**src/rtl/group_membership_table_core_defines.svh**
```systemverilog
// Assertion macros shared by the membership table modules.
`ifndef GROUP_MEMBERSHIP_TABLE_CORE_DEFINES_SVH
`define GROUP_MEMBERSHIP_TABLE_CORE_DEFINES_SVH

// Same-cycle implication, sampled on clk, off while arst_n is low.
`define GMT_ASSERT_IMP(lbl, ante, cons, msg) \
	lbl: assert property (@(posedge clk) disable iff (!arst_n) (ante) |-> (cons)) \
		else $error(msg);

// Next-cycle implication, sampled on clk, off while arst_n is low.
`define GMT_ASSERT_NXT(lbl, ante, cons, msg) \
	lbl: assert property (@(posedge clk) disable iff (!arst_n) (ante) |=> (cons)) \
		else $error(msg);

`endif

```
**src/rtl/gmt_pkg.sv**
```systemverilog
// Types and constants of the group membership table.
package gmt_pkg;

	localparam int ADDR_W  = 32;
	localparam int GROUP_W = 16;

	localparam logic [GROUP_W-1:0] GRP_ONE = 16'h0001;

	localparam logic OP_REGISTER = 1'b0;
	localparam logic OP_DELETE   = 1'b1;

	typedef struct packed {
		logic               operation;
		logic [ADDR_W-1:0]  client_address;
		logic [GROUP_W-1:0] group_mask;
	} gmt_req_t;

	typedef struct packed {
		logic               success;
		logic [GROUP_W-1:0] changed_groups;
		logic [GROUP_W-1:0] full_groups;
	} gmt_rsp_t;

	typedef struct packed {
		logic load;
		logic add;
		logic rd;
		logic cmp;
		logic grp_end;
	} gmt_cmd_t;

	typedef struct packed {
		logic slot_done;
		logic grp_last;
	} gmt_stat_t;

endpackage

```
**src/rtl/gmt_ctrl.sv**
```systemverilog
// Sequencer of the membership table: walks groups and slots for one request.
`include "group_membership_table_core_defines.svh"

module gmt_ctrl import gmt_pkg::*; (
	input  logic      clk,
	input  logic      arst_n,
	input  logic      start,
	input  logic      operation,
	input  gmt_stat_t stat,
	output gmt_cmd_t  cmd,
	output logic      busy,
	output logic      done
);

	typedef enum logic [4:0] {
		ST_IDLE = 5'b00001,
		ST_ADD  = 5'b00010,
		ST_DCHK = 5'b00100,
		ST_DCMP = 5'b01000,
		ST_DONE = 5'b10000
	} gmt_state_t;

	gmt_state_t state_q, state_d;
	logic       accept;

	assign busy   = (state_q != ST_IDLE);
	assign done   = (state_q == ST_DONE);
	assign accept = start && !busy;

	always_comb begin
		state_d = state_q;
		cmd     = '0;
		unique case (state_q)
			ST_IDLE: begin
				if (start) begin
					cmd.load = 1'b1;
					state_d  = (operation == OP_DELETE) ? ST_DCHK : ST_ADD;
				end
			end
			ST_ADD: begin
				cmd.add = 1'b1;
				if (stat.grp_last) state_d = ST_DONE;
			end
			ST_DCHK: begin
				if (stat.slot_done) begin
					cmd.grp_end = 1'b1;
					if (stat.grp_last) state_d = ST_DONE;
				end else begin
					cmd.rd  = 1'b1;
					state_d = ST_DCMP;
				end
			end
			ST_DCMP: begin
				cmd.cmp = 1'b1;
				state_d = ST_DCHK;
			end
			ST_DONE: begin
				state_d = ST_IDLE;
			end
			default: begin
				state_d = ST_IDLE;
			end
		endcase
	end

	always_ff @(posedge clk or negedge arst_n) begin
		if (!arst_n) begin
			state_q <= ST_IDLE;
		end else begin
			state_q <= state_d;
		end
	end

	`GMT_ASSERT_NXT(a_accept_busy, accept, busy, "accepted request did not raise busy")
	`GMT_ASSERT_NXT(a_done_idle, done, !busy && !done, "result strobe not followed by idle")

endmodule

```
**config.mk**
```make
export PLATFORM = sky130hd
export DESIGN_NAME = gmt_ctrl
export DESIGN_NICKNAME = d
export VERILOG_FILES = /design/src/rtl/gmt_pkg.sv /design/src/rtl/gmt_ctrl.sv
export VERILOG_INCLUDE_DIRS = /design/src /design/src/rtl
export SDC_FILE = /design/constraint.sdc
export NUM_CORES = 1
export LEC_CHECK = 0
export BUFFER_PORTS_ARGS = -buffer_cell sky130_fd_sc_hd__buf_2
export CAP_MARGIN = 20
export CORE_AREA = 8 8 45 47
export DETAILED_ROUTE_END_ITERATION = 8
export DIE_AREA = 0 0 53 55
export PLACE_DENSITY_LB_ADDON = 0.2
export SLEW_MARGIN = 25
export SYNTH_ARGS = -nofsm -noshare
export SYNTH_HDL_FRONTEND = slang
export SYNTH_SLANG_ARGS = --single-unit
```
**constraint.sdc**
```tcl
create_clock -name clk -period 2 [get_ports clk]
set_input_delay 0.4 -clock clk [delete_from_list [all_inputs] [get_ports clk]]
set_output_delay 0.4 -clock clk [all_outputs]
set_load 0.02 [all_outputs]
```
==> summary.md <==
| Metric | Value |
|---|---|
| Status | `complete, no violations` |
| Worst min-delay path category | `primary input to register` |
| Top Ports | `13` |
| Syn Std Cell Area | `345.3 sq um` |
| Pre-CTS setup slack | `0.2377 ns` |
| Worst Path Required | `1.60 ns` |
| Clock Path Buffers | `2` |
| Setup slack after layout | `0.07654 ns` |
| Routability cong. | `0.7606` |
| Reg-to-Reg Start | `state_q[1]` |
| Final setup vio count | `0` |
| Slew Limit Fails | `0` |
| Total power | `588.6 uW` |
| Synth top area share | `28.99%` |
| Footprint of the multi-input gates | `198.9 sq um` |
| Min cycle time layout | `1.923 ns` |
| Row count | `14` |
| Chain of cells forming the critical path | `or4_4, nor3b_2, buf_4` |
| Reg power frac | `31.3%` |
| PD cells | `1278 nW/um^2` |
| Crit-path max cell delay | `0.56 ns` |
| Largest net degree at the start of global routing | `10` |
| Die Span X | `53 microns` |
| Peak fanout along the critical path | `4` |
| Die ar. | `2915 sq um` |
| Initial antenna violation count | `0` |
| Hold_sp | `stat[1]` |
| Top flop regs | `state_q (5)` |
| Clock power share | `19.4%` |
| CTS HTree Levels | `1` |
| # DRC | `0` |
| 1st-pass router iterations | `3` |
| Setup CP Type | `register to output port` |
| Worst Hold End | `state_q[3]` |
| Static Leak | `0.2396 nW` |
| Top post-synthesis cells by area | `dfrtp_1 (29%), dfstp_2 (7.6%), nor2_1 (6.5%), and3_1 (5.4%), a32oi_1 (5.1%)` |
| Yosys reg bits | `5` |
| CTS buffer count | `3` |
| Overflow after GRT | `0` |
| Initial Utilization | `24.95%` |
| Gate power share | `49.3%` |
| Slowest stage cell, crit path | `or4_4` |
| I/O Buffers | `12` |
| Synth unique cells | `24` |
| Final period util | `96.17%` |
| Area Growth Syn to Fin | `33.33%` |
| Clk pin slew, worst setup/hold paths | `0.04 ns` |
| Final setup skew | `0.005619 ns` |
| Vias/cell | `4.929` |
| Mean Syn Cell Area | `8.855 sq um` |
| CORE AREA | `1384 sq um` |
| Setup TNS | `0 ns` |
| Worst reg2reg endpoint | `state_q[2]` |
| Sw Ratio | `42.50%` |
| Largest register by flop count | `state_q` |
| Total Routing Usage GR | `6.900%` |
| Vias | `345` |
| Most common cell after layout, fill and taps aside | `buf_2` |
| Wire per inst | `12.13 microns` |
| First-pass GRT wire length | `1476 microns` |
| Part of the Yosys area used for sequential elements | `36.59%` |
| Synth Net Count | `45` |
| Achievable Freq | `519.9 MHz` |
| Final core utilization | `33.27%` |
| Starting DRT DRC Count | `5` |
| DIE HEIGHT | `55 microns` |
| Antenna-violating nets left | `0` |
| Final Hold Viols | `0` |
| Startpoint types | `register` |
| CTS tree | `built` |
| Sw power | `250.2 uW` |
| Final #Nets | `61` |
| Most frequent cells in the layout | `buf_2 (11), nor2_1 (5), and3_1 (3), clkbuf_4 (3), dfrtp_1 (3)` |
| FF-to-FF path depth | `3` |
| WHS Path Cells | `2` |
| Worst path arrival time | `1.52 ns` |
| Routed WL | `849 microns` |
| Cell Int Power | `338.5 uW` |
| Slew margin rel. | `82.15%` |
| DP HPWL | `650.1 microns` |
| Clock Root Buffer | `clkbuf_4` |
| Vias in the first global route | `347` |
| FF+latch area | `127.6 sq um` |
| Cells after Synth | `39` |
| Worst Max-Slew Pin Slew | `0.2677 ns` |
| Max Cap Viol | `0` |
| Max FFs per register | `5` |
| Area leader, netlist | `dfrtp_1` |
| Antenna diode count | `0` |
| YS warnings | `0` |
| Later-pin clock latency in the skew report | `0.24 ns` |
| Peak VDD IR | `0.4197 mV` |
| Endpoint class of the critical path | `output port` |
| Fillers | `143` |
| Share of cells above drive strength 1 | `38.89%` |
| R2R Setup Slk | `0.44 ns` |
| CTS Sinks | `5` |
## metrics by stage
stage / instances / hold slack [ns] / instance area, sq um
after floorplan: 39 / 0.1044 / 345.3
after global placement: 64 / 0.2172 / 405.4
after detailed placement: 64 / 0.2196 / 405.4
after CTS: 70 / 0.3461 / 450.4
after global routing: 70 / 0.3662 / 460.4
final: 70 / 0.3664 / 460.4
## metal layers
layer,track usage (%),part of all wire [%]
met4,5.172,2.2
met5,0,0
met1,7.798,47
met2,10.35,45
met3,2.674,5.3
## synthesized netlist by cell type
cell type and count:
inv_1 2, nor3_1 1, mux2i_1 1, nand3b_1 1, nand4_1 1, or4_4 1
nand4b_1 2, and3_1 3, and4b_1 1, dfstp_2 1, o21ai_1 1, a32oi_1 2
dfrtp_1 4, nor2_1 6, nand3_1 2, clkbuf_2 1, buf_6 1, xor2_1 1
clkbuf_1 1, or3_1 1, nand2_1 1, and2b_1 1, and3b_1 1, nor3b_1 2
## how the worst max path moves through the flow
stage / start / end / slack (ns) / cells past startpoint
floorplan: state_q[1] / cmd[2] / 0.04 / 3
global placement: state_q[1] / cmd[2] / 0.23 / 3
detailed placement: state_q[1] / cmd[2] / 0.24 / 3
CTS: state_q[1] / cmd[2] / 0.03 / 3
global route: state_q[1] / cmd[2] / -0.02 / 3
finish: state_q[1] / cmd[2] / 0.08 / 3
## logic make-up after synthesis
logic type	after synthesis	synth area share [%]
flip-flops	5	36.60
AND/OR/NAND/NOR	24	43.48
XOR/XNOR	1	2.537
multiplexers	1	2.899
AO/OA/AOI/OAI	3	6.521
buffers and inverters	5	7.969
## power by group through the flow
| stage | registers (mW) | clock network [mW] | logic (mW) |
|---|---|---|---|
| floorplan | 0.145 | 0 | 0.255 |
| global placement | 0.194 | 0 | 0.264 |
| detailed placement | 0.192 | 0 | 0.262 |
| CTS | 0.184 | 0.120 | 0.286 |
| global route | 0.193 | 0.129 | 0.318 |
| finish | 0.184 | 0.114 | 0.290 |
## worst max-delay path: cells and delay by family (launching register included)
kind	cells	cell delay (ns)
flops	1	0.40
simple gates	2	0.73
buf+inv	1	0.16
## layout make-up
cell class | instances | share of cell area (%)
multi-input cells | 29 | 43.21
repair buffers | 14 | 17.39
clock buffers | 4 | 5.707
well taps | 16 | 4.348
flip-flops and latches | 5 | 27.72
inverters | 2 | 1.630
## repair_timing
item / 4_1_cts / 5_1_grt
resized for setup: 1 / 3
endpoints found under the setup margin: 1 / 2
hold buffers: 1 / 0
hold endpoints to repair: 4 / 0
setup buffers: 1 / 0
Note: power is estimated with default switching activity, not from simulation.
